[config.mk]
export PLATFORM = sky130hd
export DESIGN_NAME = gyro_zero_calibrate_filter
export DESIGN_NICKNAME = d
export VERILOG_FILES = /design/src/hdl/gzc_pkg.sv /design/src/hdl/gzc_div.sv /design/src/hdl/gyro_zero_calibrate_filter.sv
export SDC_FILE = /design/constraint.sdc
export NUM_CORES = 2
export LEC_CHECK = 0
export BUFFER_PORTS_ARGS = -buffer_cell sky130_fd_sc_hd__buf_2
export CORE_ASPECT_RATIO = 1.4
export CORE_MARGIN = 8
export CORE_UTILIZATION = 41
export CTS_CLUSTER_SIZE = 40
export DETAILED_ROUTE_END_ITERATION = 10
export GPL_ROUTABILITY_DRIVEN = 0
export PLACE_DENSITY = 0.58
export SKIP_CTS_REPAIR_TIMING = 1
export SLEW_MARGIN = 20
export SYNTH_ARGS = -nofsm -noshare
export SYNTH_HDL_FRONTEND = slang
export SYNTH_SLANG_ARGS = --single-unit
[constraint.sdc]
create_clock -name clk -period 12.1 [get_ports clk]
set_input_delay 0 -clock clk [delete_from_list [all_inputs] [get_ports clk]]
set_output_delay 0 -clock clk [all_outputs]
set_load 0.005 [all_outputs]
[src/hdl/gzc_pkg.sv]
// shared types and constants for the gyro zero calibration filter
`default_nettype none
package gzc_pkg;

  // width of the divider dividend and quotient
  localparam int DIV_N = 20;

  // configuration register indexes
  localparam logic [1:0] REG_AVERAGE_LENGTH  = 2'd0;
  localparam logic [1:0] REG_AVERAGE_ENABLE  = 2'd1;
  localparam logic [1:0] REG_FAILSAFE_ENABLE = 2'd2;
  localparam logic [1:0] REG_TILT_MODE       = 2'd3;

  // tilt mode codes
  localparam logic [1:0] TILT_NONE  = 2'd0;
  localparam logic [1:0] TILT_LEFT  = 2'd1;
  localparam logic [1:0] TILT_RIGHT = 2'd2;

  // calibration constants
  localparam logic [9:0] CAL_LOAD     = 10'd512;
  localparam logic [9:0] CAL_RESTART  = 10'd1000;
  localparam logic [9:0] CAL_LAST     = 10'd1;
  localparam logic [9:0] CHECK_PERIOD = 10'd10;
  localparam int         OFFSET_SHIFT = 9;

  // reciprocal of the check period, exact for counts up to 1028
  localparam logic [7:0] CHECK_RECIP       = 8'd205;
  localparam int         CHECK_RECIP_SHIFT = 11;

  localparam logic signed [16:0] MOTION_LIMIT = 17'sd8;
  localparam logic signed [16:0] GLITCH_LIMIT = 17'sd800;

  // rotation scale 7/10
  localparam logic signed [19:0] TILT_NUM = 20'sd7;
  localparam logic [3:0]         TILT_DEN = 4'd10;

  // reciprocal of the rotation divisor, exact below 2**22
  localparam logic [19:0] TILT_RECIP       = 20'd838861;
  localparam int          TILT_RECIP_SHIFT = 23;

  typedef struct packed {
    logic done;
  } div_stat_t;

endpackage
`default_nettype wire

[src/hdl/gzc_div.sv]
// shared restoring divider, one quotient bit per cycle
`default_nettype none
module gzc_div #(
  parameter int DVS_W = 7
) (
  input  logic                       clk,
  input  logic                       rst,
  input  logic                       start,
  input  logic [gzc_pkg::DIV_N-1:0]  dividend,
  input  logic [DVS_W-1:0]           divisor,
  output gzc_pkg::div_stat_t         stat,
  output logic [gzc_pkg::DIV_N-1:0]  quotient,
  output logic [DVS_W-1:0]           remainder
);
  import gzc_pkg::*;

  localparam int STEP_W = $clog2(DIV_N + 1);

  logic [DIV_N-1:0] quo;
  logic [DVS_W-1:0] rem;
  logic [DVS_W-1:0] dvs;
  logic [STEP_W-1:0] steps;
  logic busy;
  logic done;
  logic [DVS_W:0] trial;
  logic [DVS_W:0] diff;
  logic fits;

  always_comb begin
    trial = {rem, quo[DIV_N-1]};
    diff  = trial - {1'b0, dvs};
    fits  = trial >= {1'b0, dvs};
  end

  always_ff @(posedge clk) begin
    if (rst) begin
      busy  <= 1'b0;
      done  <= 1'b0;
      steps <= '0;
    end else begin
      done <= busy && !start && (steps == STEP_W'(1));
      if (start) begin
        quo   <= dividend;
        rem   <= '0;
        dvs   <= divisor;
        steps <= STEP_W'(DIV_N);
        busy  <= 1'b1;
      end else if (busy) begin
        rem   <= fits ? diff[DVS_W-1:0] : trial[DVS_W-1:0];
        quo   <= {quo[DIV_N-2:0], fits};
        steps <= steps - STEP_W'(1);
        if (steps == STEP_W'(1)) begin
          busy <= 1'b0;
        end
      end
    end
  end

  assign quotient  = quo;
  assign remainder = rem;
  assign stat.done = done;

endmodule
`default_nettype wire

[src/hdl/gyro_zero_calibrate_filter.sv]
// top level of the gyro zero calibration and conditioning filter
`default_nettype none
// Takes one three-axis gyro sample per item and returns one result item. A single
// 20-step restoring divider is shared by the ring index update and the three moving
// average divisions, one axis at a time. The tenth-count motion check and the 7/10
// rotation use reciprocal multiplication instead. From one acceptance until the item
// is finished, the input is stalled. A finished result waits in an output register, so
// the next item is taken while it is held; a result still held when the next one is
// ready holds that item in its finish state and keeps the input stalled.
// The averaging ring is a memory of AVERAGE_DEPTH rows with one valid bit per row,
// so no clearing pass is needed after reset.
module gyro_zero_calibrate_filter #(
  parameter int AVERAGE_DEPTH = 16
) (
  input  logic               clk,
  input  logic               rst,
  input  logic               wr_en,
  input  logic [1:0]         wr_index,
  input  logic [4:0]         wr_data,
  input  logic               in_valid,
  output logic               in_stall,
  input  logic               begin_calibration,
  input  logic signed [13:0] raw_x,
  input  logic signed [13:0] raw_y,
  input  logic signed [13:0] raw_z,
  output logic               out_valid,
  input  logic               out_stall,
  output logic signed [15:0] rate_x,
  output logic signed [15:0] rate_y,
  output logic signed [15:0] rate_z,
  output logic               calibrating,
  output logic               calibration_done,
  output logic               motion_restart
);
  import gzc_pkg::*;

  localparam int LEN_W = $clog2(AVERAGE_DEPTH + 1);
  localparam int DVS_W = (LEN_W > 4) ? LEN_W : 4;
  localparam int POS_W = (AVERAGE_DEPTH > 1) ? $clog2(AVERAGE_DEPTH) : 1;

  typedef enum logic [3:0] {
    S_IDLE, S_CAL_CHK, S_CAL_AXIS, S_CAL_END, S_POS, S_RD_POS, S_RD_WAIT, S_CLAMP,
    S_AVG_DONE, S_RING_WR, S_TILT0, S_TILT_DIV, S_TILT1, S_TILT_END, S_FINISH, S_DIV_WAIT
  } state_t;

  function automatic logic [19:0] mag20(input logic signed [19:0] x);
    return x[19] ? 20'(-x) : 20'(x);
  endfunction

  // configuration
  logic [4:0] average_length;
  logic       average_enable;
  logic       failsafe_enable;
  logic [1:0] tilt_mode;

  // filter state
  logic signed [13:0] zero_offset [3];
  logic signed [23:0] cal_sum [3];
  logic signed [15:0] prev_out [3];
  logic signed [19:0] avg_sum [3];
  logic [POS_W-1:0]   pos;
  logic [9:0]         calibration_count;

  // working registers
  state_t             state;
  state_t             resume;
  logic [1:0]         axis;
  logic signed [13:0] raw_r [3];
  logic signed [15:0] val [3];
  logic signed [15:0] tilt_tmp;
  logic [2:0][15:0]   clamp_row;
  logic               cal_now;
  logic               done_flag;
  logic               tilt_flag;
  logic               restart_flag;
  logic               div_neg;
  logic               chk_zero;
  logic [19:0]        tilt_mag;
  logic [15:0]        tilt_q;

  // divider interface
  logic                div_start;
  logic [DIV_N-1:0]    div_dividend;
  logic [DVS_W-1:0]    div_divisor;
  div_stat_t           div_stat;
  logic [DIV_N-1:0]    div_quo;
  logic [DVS_W-1:0]    div_rem;

  // ring memory
  logic [2:0][15:0]           ring_mem [AVERAGE_DEPTH];
  logic [AVERAGE_DEPTH-1:0]   ring_valid;
  logic [2:0][15:0]           ring_rd;
  logic                       ring_rd_valid;
  logic                       ring_we;

  // combinational helpers
  logic               in_accept;
  logic [9:0]         count_in;
  logic [LEN_W-1:0]   len_eff;
  logic [17:0]        chk_prod;
  logic [9:0]         chk_back;
  logic               cal_first;
  logic signed [23:0] base_sum;
  logic signed [15:0] base_prev;
  logic signed [16:0] motion_d;
  logic               jump;
  logic signed [23:0] sum_next;
  logic signed [16:0] rv;
  logic signed [16:0] pv;
  logic signed [16:0] lo;
  logic signed [16:0] hi;
  logic signed [16:0] clamped;
  logic signed [15:0] c16;
  logic signed [15:0] ring_entry;
  logic signed [21:0] avg_wide;
  logic signed [19:0] avg_next;
  logic [DIV_N-1:0]   q_signed;
  logic signed [15:0] q16;
  logic               tilt_left;
  logic signed [16:0] tilt_x;
  logic signed [19:0] tilt_prod;
  logic [39:0]        tilt_full;
  logic signed [15:0] tq16;
  logic               out_free;

  gzc_div #(.DVS_W(DVS_W)) u_div (
    .clk       (clk),
    .rst       (rst),
    .start     (div_start),
    .dividend  (div_dividend),
    .divisor   (div_divisor),
    .stat      (div_stat),
    .quotient  (div_quo),
    .remainder (div_rem)
  );

  assign in_stall  = (state != S_IDLE);
  assign in_accept = in_valid && !in_stall;
  assign ring_we   = (state == S_RING_WR);
  assign out_free  = !out_valid || !out_stall;

  always_comb begin
    count_in = begin_calibration ? CAL_LOAD : calibration_count;

    if (average_length == '0) begin
      len_eff = LEN_W'(1);
    end else if (32'(average_length) > 32'(AVERAGE_DEPTH)) begin
      len_eff = LEN_W'(AVERAGE_DEPTH);
    end else begin
      len_eff = LEN_W'(average_length);
    end

    // tenth count check
    chk_prod = 18'(calibration_count) * 18'(CHECK_RECIP);
    chk_back = 10'(chk_prod[17:CHECK_RECIP_SHIFT]) * CHECK_PERIOD;

    // calibration step for one axis
    cal_first = (calibration_count == CAL_LOAD);
    base_sum  = cal_first ? '0 : cal_sum[axis];
    base_prev = (cal_first && failsafe_enable) ? 16'(raw_r[axis]) : prev_out[axis];
    motion_d  = 17'(raw_r[axis]) - 17'(base_prev);
    jump      = (motion_d > MOTION_LIMIT) || (motion_d < -MOTION_LIMIT);
    sum_next  = base_sum + 24'(raw_r[axis]);

    // offset removal and glitch clamp
    rv = 17'(raw_r[axis]) - 17'(zero_offset[axis]);
    pv = 17'(prev_out[axis]);
    lo = pv - GLITCH_LIMIT;
    hi = pv + GLITCH_LIMIT;
    if (rv < lo) begin
      clamped = lo;
    end else if (rv > hi) begin
      clamped = hi;
    end else begin
      clamped = rv;
    end
    c16 = clamped[15:0];

    // moving average
    ring_entry = ring_rd_valid ? signed'(ring_rd[axis]) : '0;
    avg_wide   = 22'(avg_sum[axis]) - 22'(ring_entry) + 22'(c16);
    avg_next   = avg_wide[19:0];

    q_signed = div_neg ? DIV_N'(-div_quo) : div_quo;
    q16      = signed'(q_signed[15:0]);

    // rotation operand
    tilt_left = (tilt_mode == TILT_LEFT);
    if (state == S_TILT0) begin
      tilt_x = tilt_left ? (17'(val[0]) + 17'(val[1])) : (17'(val[0]) - 17'(val[1]));
    end else begin
      tilt_x = tilt_left ? (17'(val[1]) - 17'(val[0])) : (17'(val[1]) + 17'(val[0]));
    end
    tilt_prod = 20'(tilt_x) * TILT_NUM;
    tilt_full = 40'(tilt_mag) * 40'(TILT_RECIP);
    tq16      = div_neg ? -signed'(tilt_q) : signed'(tilt_q);
  end

  always_ff @(posedge clk) begin
    if (rst) begin
      average_length  <= 5'd10;
      average_enable  <= 1'b1;
      failsafe_enable <= 1'b0;
      tilt_mode       <= TILT_NONE;
    end else if (wr_en) begin
      case (wr_index)
        REG_AVERAGE_LENGTH:  average_length  <= wr_data;
        REG_AVERAGE_ENABLE:  average_enable  <= wr_data[0];
        REG_FAILSAFE_ENABLE: failsafe_enable <= wr_data[0];
        REG_TILT_MODE:       tilt_mode       <= wr_data[1:0];
        default: ;
      endcase
    end
  end

  always_ff @(posedge clk) begin
    if (ring_we) begin
      ring_mem[pos] <= clamp_row;
    end
    ring_rd <= ring_mem[pos];
  end

  always_ff @(posedge clk) begin
    if (rst) begin
      ring_valid    <= '0;
      ring_rd_valid <= 1'b0;
    end else begin
      if (ring_we) begin
        ring_valid[pos] <= 1'b1;
      end
      ring_rd_valid <= ring_valid[pos];
    end
  end

  always_ff @(posedge clk) begin
    if (rst) begin
      state             <= S_IDLE;
      resume            <= S_IDLE;
      axis              <= '0;
      out_valid         <= 1'b0;
      div_start         <= 1'b0;
      calibration_count <= '0;
      pos               <= '0;
      for (int a = 0; a < 3; a++) begin
        zero_offset[a] <= '0;
        cal_sum[a]     <= '0;
        prev_out[a]    <= '0;
        avg_sum[a]     <= '0;
      end
    end else begin
      if (out_valid && !out_stall && state != S_FINISH) begin
        out_valid <= 1'b0;
      end

      case (state)
        S_IDLE: begin
          if (in_accept) begin
            raw_r[0]          <= raw_x;
            raw_r[1]          <= raw_y;
            raw_r[2]          <= raw_z;
            calibration_count <= count_in;
            cal_now           <= (count_in != '0);
            done_flag         <= (count_in == CAL_LAST);
            tilt_flag         <= 1'b0;
            restart_flag      <= 1'b0;
            axis              <= '0;
            if (count_in != '0) begin
              state <= S_CAL_CHK;
            end else begin
              state <= S_POS;
            end
          end
        end

        S_CAL_CHK: begin
          chk_zero <= (chk_back == calibration_count);
          state    <= S_CAL_AXIS;
        end

        S_CAL_AXIS: begin
          if (failsafe_enable && chk_zero) begin
            if (jump) begin
              tilt_flag <= 1'b1;
            end
            prev_out[axis] <= 16'(raw_r[axis]);
          end else begin
            prev_out[axis] <= base_prev;
          end
          cal_sum[axis]     <= sum_next;
          zero_offset[axis] <= sum_next[OFFSET_SHIFT+13:OFFSET_SHIFT];
          if (axis == 2'd2) begin
            axis  <= '0;
            state <= S_CAL_END;
          end else begin
            axis <= axis + 2'd1;
          end
        end

        S_CAL_END: begin
          if (failsafe_enable) begin
            calibration_count <= tilt_flag ? CAL_RESTART : calibration_count - 10'd1;
            restart_flag      <= tilt_flag;
            for (int a = 0; a < 3; a++) begin
              val[a] <= 16'(raw_r[a]);
            end
            state <= S_FINISH;
          end else begin
            calibration_count <= calibration_count - 10'd1;
            state             <= S_POS;
          end
        end

        S_POS: begin
          axis <= '0;
          if (average_enable) begin
            div_start    <= 1'b1;
            div_dividend <= DIV_N'(LEN_W'(pos) + LEN_W'(1));
            div_divisor  <= DVS_W'(len_eff);
            resume       <= S_RD_POS;
            state        <= S_DIV_WAIT;
          end else begin
            state <= S_CLAMP;
          end
        end

        S_RD_POS: begin
          pos   <= div_rem[POS_W-1:0];
          state <= S_RD_WAIT;
        end

        S_RD_WAIT: begin
          state <= S_CLAMP;
        end

        S_CLAMP: begin
          clamp_row[axis] <= c16;
          if (average_enable) begin
            avg_sum[axis] <= avg_next;
            div_neg       <= avg_next[19];
            div_start     <= 1'b1;
            div_dividend  <= mag20(avg_next);
            div_divisor   <= DVS_W'(len_eff);
            resume        <= S_AVG_DONE;
            state         <= S_DIV_WAIT;
          end else begin
            prev_out[axis] <= c16;
            val[axis]      <= c16;
            if (axis == 2'd2) begin
              axis  <= '0;
              state <= S_TILT0;
            end else begin
              axis <= axis + 2'd1;
            end
          end
        end

        S_AVG_DONE: begin
          prev_out[axis] <= q16;
          val[axis]      <= q16;
          if (axis == 2'd2) begin
            axis  <= '0;
            state <= S_RING_WR;
          end else begin
            axis  <= axis + 2'd1;
            state <= S_CLAMP;
          end
        end

        S_RING_WR: begin
          state <= S_TILT0;
        end

        S_TILT0: begin
          if (tilt_mode == TILT_LEFT || tilt_mode == TILT_RIGHT) begin
            div_neg  <= tilt_prod[19];
            tilt_mag <= mag20(tilt_prod);
            resume   <= S_TILT1;
            state    <= S_TILT_DIV;
          end else begin
            state <= S_FINISH;
          end
        end

        S_TILT_DIV: begin
          tilt_q <= tilt_full[TILT_RECIP_SHIFT+15:TILT_RECIP_SHIFT];
          state  <= resume;
        end

        S_TILT1: begin
          tilt_tmp <= tq16;
          div_neg  <= tilt_prod[19];
          tilt_mag <= mag20(tilt_prod);
          resume   <= S_TILT_END;
          state    <= S_TILT_DIV;
        end

        S_TILT_END: begin
          val[0] <= tilt_tmp;
          val[1] <= tq16;
          state  <= S_FINISH;
        end

        S_FINISH: begin
          if (out_free) begin
            rate_x           <= val[0];
            rate_y           <= val[1];
            rate_z           <= val[2];
            calibrating      <= cal_now;
            calibration_done <= done_flag;
            motion_restart   <= restart_flag;
            out_valid        <= 1'b1;
            state            <= S_IDLE;
          end
        end

        S_DIV_WAIT: begin
          div_start <= 1'b0;
          if (div_stat.done) begin
            state <= resume;
          end
        end

        default: begin
          state <= S_IDLE;
        end
      endcase
    end
  end

endmodule
`default_nettype wire

Word-level counts from Yosys, hierarchy flattened:

Memories as Yosys holds them, arrays and structs flattened. A register that Yosys moved wholly into a read port is not among the register bits.
Cells that the tools add are included.
W data, S select, Z words.

* flip-flop bits (word level): 255
* RAM bits: 1080
* output and inout port bits: 53
* word-level logic and storage cells: 332
* memories: 7

* add/sub/neg operators: 19
* $mul: 4
* $lt $le $gt $ge: 10
* eq/ne operators: 39
* mux-type cells: 143
* bitwise logic cells: 8
* reductions and logical operators: 62

Memories
* ring_mem: depth 16, bits a word 48, read ports 1, clocked after Yosys merged registers in 1, write ports 1, line gyro_zero_calibrate_filter.sv:90 `logic [2:0][15:0] ring_mem [AVERAGE_DEPTH];`
* cal_sum: depth 3, bits a word 24, read ports 1, clocked after Yosys merged registers in 1, write ports 3, line gyro_zero_calibrate_filter.sv:58 `logic signed [23:0] cal_sum [3];`
* avg_sum: depth 3, bits a word 20, read ports 1, clocked after Yosys merged registers in 1, write ports 3, line gyro_zero_calibrate_filter.sv:60 `logic signed [19:0] avg_sum [3];`
* prev_out: depth 3, bits a word 16, read ports 1, clocked after Yosys merged registers in 1, write ports 3, line gyro_zero_calibrate_filter.sv:59 `logic signed [15:0] prev_out [3];`
* val: depth 3, bits a word 16, read ports 3, clocked after Yosys merged registers in 1, write ports 3, line gyro_zero_calibrate_filter.sv:69 `logic signed [15:0] val [3];`
* raw_r: depth 3, bits a word 14, read ports 4, clocked after Yosys merged registers in 1, write ports 3, line gyro_zero_calibrate_filter.sv:68 `logic signed [13:0] raw_r [3];`
* +1 memories

Operators with widths (number)
* $mux W16: 16
* $mux W20: 8
* $pmux W20 S2: 2
* $pmux W4 S16: 1
* $mux W1: 57
* $mux W17: 3
* $bwmux W48: 1
* $mux W24: 2
* $mux W4: 12
* $mux W10: 4
* $neg A20 Y20: 2
* $mul A20 B20 Y39 const B: 1
* $mux W2: 18
* $sub A16 B16 Y17: 2
* $bmux W16 S2: 1
* $demux W16 S2: 1
* $eq A4 B4 Y1 const B: 8
* $neg A16 Y16: 2
* $reduce_or A16 Y1: 2
* $mux W5: 5
* $add A24 B14 Y24: 1
* $reduce_and A2 Y1: 12
* $reduce_or A24 Y1: 1
* $add A20 B16 Y20: 1
* other kinds (65): 122

Longest topological paths before layout:

* depth in word-level cells: 10
* mapped depth: 44
* mapped depth without buffers: 37

By module:

Synthesis repeated with hierarchy kept, for this count alone.

* cell total of the unflattened synthesis: 5379
* area total of the unflattened synthesis: 73850.8 µm²

Modules (own cells, without submodules)
* gyro_zero_calibrate_filter: instances 1, cells an instance 5248, area an instance 72101.7 µm², seq. area each 40338.7 µm²
* gzc_div: instances 1, cells an instance 131, area an instance 1749.2 µm², seq. area each 1041.0 µm²

Worst setup path before layout:

OpenSTA, ideal clock, no wires.

* path type: flip-flop to flip-flop
* start point: reg with a tool-made name
* end point: reg div_dividend[17], data pin
* data arrival time: 9.609 ns
* data required time: 11.834 ns
* slack: 2.225 ns
* cell stages (with the launch flop): 40
* clock period less this slack: 9.875 ns
* cells stage by stage: dfxtp_1 -> buf_6 -> buf_2 -> clkbuf_1 -> buf_1 -> buf_1 -> mux4_2 -> inv_1 -> ha_1 -> o21ai_1 -> a211oi_1 -> o2111a_1 -> o41ai_2 -> o211ai_1 -> o21ai_0 -> ha_1 -> a21o_1 -> a21oi_1 -> [4 not listed] -> o31a_1 -> buf_6 -> nand2_4 -> a21o_4 -> inv_2 -> fa_1 -> ha_1 -> or4_1 -> o2111ai_1 -> o21ba_2 -> o31a_1 -> o211a_1 -> o21a_1 -> o31ai_1 -> nand4b_1 -> nor2b_1 -> xnor2_1 -> nor2_1

RTL lines
* to (signal assigned): line gyro_zero_calibrate_filter.sv:317 `div_dividend <= DIV_N'(LEN_W'(pos) + LEN_W'(1));`
* to (signal assigned): line gyro_zero_calibrate_filter.sv:341 `div_dividend <= mag20(avg_next);`
* to (decl): line gyro_zero_calibrate_filter.sv:83 `logic [DIV_N-1:0] div_dividend;`

==> flow_summary.toml <==
[route]
drt-initial-drc-count = 3522
vias_per_cell = 5.56
drc = 0
totalWireLength_mm = 196
drtAntennaViolNets = 0
routed-via-count = 44267
routedWlPerCell_um = 24.6
wl_met1_mm = 77.4
dr.max_layer_used = "met4"
drt_first_pass_iters = 6
met3_wire_len_mm = 9.34
dr_wl_met2_mm = 101

[clock_tree]
cts_root_buffer = "sky130_fd_sc_hd__clkbuf_16"
clock_tree.htree_level_count = 4
path_clk_slew_ps = 70
clock_tree_from_tritoncts = "done"
clk_path_buf_depth = 3
clock_sink_count = 1414
cts_made_buffers = 145
insertion_delay_ps = 800

[timing]
maxSlewHeadroom_pct = 23.2
final-setup-viol-count = 0
hold-worst-slack_ps = 27.7
fin_skew_ps = 42.1
grt_setup_unrepaired = "no"
timing.fmax_mhz = 100
setup-tns-final_ps = 0
timing.final.crit_share_pct = 82.5
worst_pin_slew_ps = 1150
report.final.slew_viol_count = 0
final_hold_viols = 0
min_period_ps = 9980

[critical_path]
cpMaxStageDelayCell = "sky130_fd_sc_hd__dfxtp_4"
worstSetupPathType = "reg2reg"
worstSetupEndpointType = "flip-flop"
critical_path.max_stage_delay_ps = 700
crit_path_start_kind = "flip-flop"
r2r_cells = 32
timing.critical_path.buf_inv = 4
critPathMaxFanout = 27
cp.required_ps = 12610
worst_path_dominant_cell_family = "compound AO/OA/AOI/OAI gates"
setup_slack_on_the_worst_flop_to_flop_path_ps = 2120
arrival_ps = 10480
worstReg2RegEnd = "div_dividend[17]"

[die]
die_h_um = 517
floorplan.die.width_um = 374
floorplan.io_pins = 108
floorplan.initialDensity_pct = 41.1
design.core.area_mm2 = 0.179
rows = 184
design.die.area_mm2 = 0.193

[yosys]
yosys_register_bits = 1414
post_synth.cell_area_avg_um2 = 13.9
ys.warnings.count = 0
mapped_cell_area_mm2 = 0.0736
synth.cells.most_frequent = "1,306 x sky130_fd_sc_hd__edfxtp_1, 580 x sky130_fd_sc_hd__inv_1, 462 x sky130_fd_sc_hd__ha_1, 452 x sky130_fd_sc_hd__nor2_1, 301 x sky130_fd_sc_hd__mux4_2"
instance_count_of_the_mapped_netlist = 5277
synth.largest_area_cell = "sky130_fd_sc_hd__edfxtp_1"
ys_types = 96
synth_top_area_share_pct = 53.3
largest_cells_by_area_after_synthesis = "sky130_fd_sc_hd__edfxtp_1 53%, sky130_fd_sc_hd__mux4_2 9.2%, sky130_fd_sc_hd__ha_1 7.9%, sky130_fd_sc_hd__fa_1 5.4%, sky130_fd_sc_hd__inv_1 3.0%"
mappedNetlistNets = 5992
dominantRegCellSynth = "sky130_fd_sc_hd__edfxtp_1"
number_of_synthesized_flops_with_an_enable_pin = 1306
yosysSeqAreaShare_pct = 56.2
yosys.cell_count.top_type = "sky130_fd_sc_hd__edfxtp_1"
async_flop_share_pct = 0

[finish]
syn_to_final_growth_pct = 12.7
number_of_diodes = 0
drive_above_1_share_pct = 14.4
final_cells = 7966
final.fill_count = 15715
multi_input_area_mm2 = 0.0295
seq_area_mm2 = 0.0414
layout.nets = 6242

[global_routing]
grt.overflow.total = 0
antenna_found_initial = 3
gr-usage-all-layers_pct = 19.9
grt_pass1_wl_mm = 291
pin_count_of_the_biggest_net_entering_global_routing = 119
grt_pass1_vias = 45532

[worst_hold_path]
hold_path.startpoint = "raw_z[0]"
min_to = "raw_r[2][0]"
min_path_cells = 2
class_of_the_most_critical_hold_timing_path = "in2reg"

[place]
place_inst = 7604
dp.final_hpwl_mm = 131
place.port_buffers = 107

[run]
timing.max_cap.violations = 0

[status]
status = "completed"
[flip-flops by register name (all words and copies together), names as in the netlist, 20 cells and up, named ones only]
name            flops
raw_r              42
avg_sum            80
val                48
ring_mem          768
ring_rd            48
clamp_row          48
u_div.quotient     20
div_dividend       20
cal_sum            92
tilt_mag           20
prev_out           64
[how the worst max path moves through the flow]
stage | slack, ps | endpoint | cells after the start
final | 2120 | div_dividend[17] | 32
after global routing | 1460 | div_dividend[17] | 32
after CTS | 2040 | div_dividend[17] | 31
after detailed placement | 2100 | div_dividend[17] | 31
after global placement | 2220 | div_dividend[17] | 33
after floorplan | 2220 | div_dividend[17] | 39
[metrics by stage]
step                      instance area [µm²]  util, %  setup slack (ps)
after global routing                    82900     46.4              1460
final                                   82900     46.4              2120
after CTS                               81900     45.8              2040
after detailed placement                77200     43.1              2100
after global placement                  77200     43.1              2220
after floorplan                         73600        -              2220
[cell type report]
cell class	count	share of cell area, %
clock inverters	76	1.03
multi-input cells	3091	35.6
repair buffers	291	2.65
clock buffers	185	4.67
inverters	584	2.64
well taps	2325	3.51
flip-flops and latches	1414	49.9
[layer usage]
metal  vias up  track usage [%]
li1      19917                -
met1     22665             24.2
met2      1335             36.0
met3       350             2.44
met4         0             8.16
met5         -                0
[kinds of logic (layout without fill, tap and decap cells)]
family / after synthesis / after routing / share of synthesized area, %
AO/OA/AOI/OAI: 758 / 758 / 6.67
XOR/XNOR: 218 / 218 / 2.64
adder cells (fa/ha/maj): 661 / 661 / 13.3
buffers and inverters: 772 / 1136 / 3.99
flip-flops: 1414 / 1414 / 56.2
multiplexers: 391 / 391 / 10.5
AND/OR/NAND/NOR: 1063 / 1063 / 6.70
[worst reg2reg max path, delay by kind of cell (launching register included)]
family	cells	cell delay [ps]
flip-flops	1	700
multiplexers	1	530
buffers and inverters	4	960
AO/OA/AOI/OAI	15	4460
AND/OR/NAND/NOR	7	1390
XOR/XNOR	1	140
adder cells (fa/ha/maj)	4	1530
[cells in the final DEF (no fill, tap or decap), types with 106 or more instances in the layout]
| master | n |
|---|---|
| sky130_fd_sc_hd__nand2_1 | 213 |
| sky130_fd_sc_hd__fa_1 | 198 |
| sky130_fd_sc_hd__mux4_2 | 301 |
| sky130_fd_sc_hd__xnor2_1 | 137 |
| sky130_fd_sc_hd__buf_2 | 106 |
| sky130_fd_sc_hd__edfxtp_1 | 1306 |
| sky130_fd_sc_hd__ha_1 | 462 |
| sky130_fd_sc_hd__clkbuf_16 | 147 |
| sky130_fd_sc_hd__inv_1 | 580 |
| sky130_fd_sc_hd__nor2_1 | 434 |
| sky130_fd_sc_hd__o21ai_0 | 168 |
| sky130_fd_sc_hd__a21oi_1 | 212 |
Power is not shown: default switching activity piles up to over one toggle a cycle in this logic, so the estimate is an artifact.
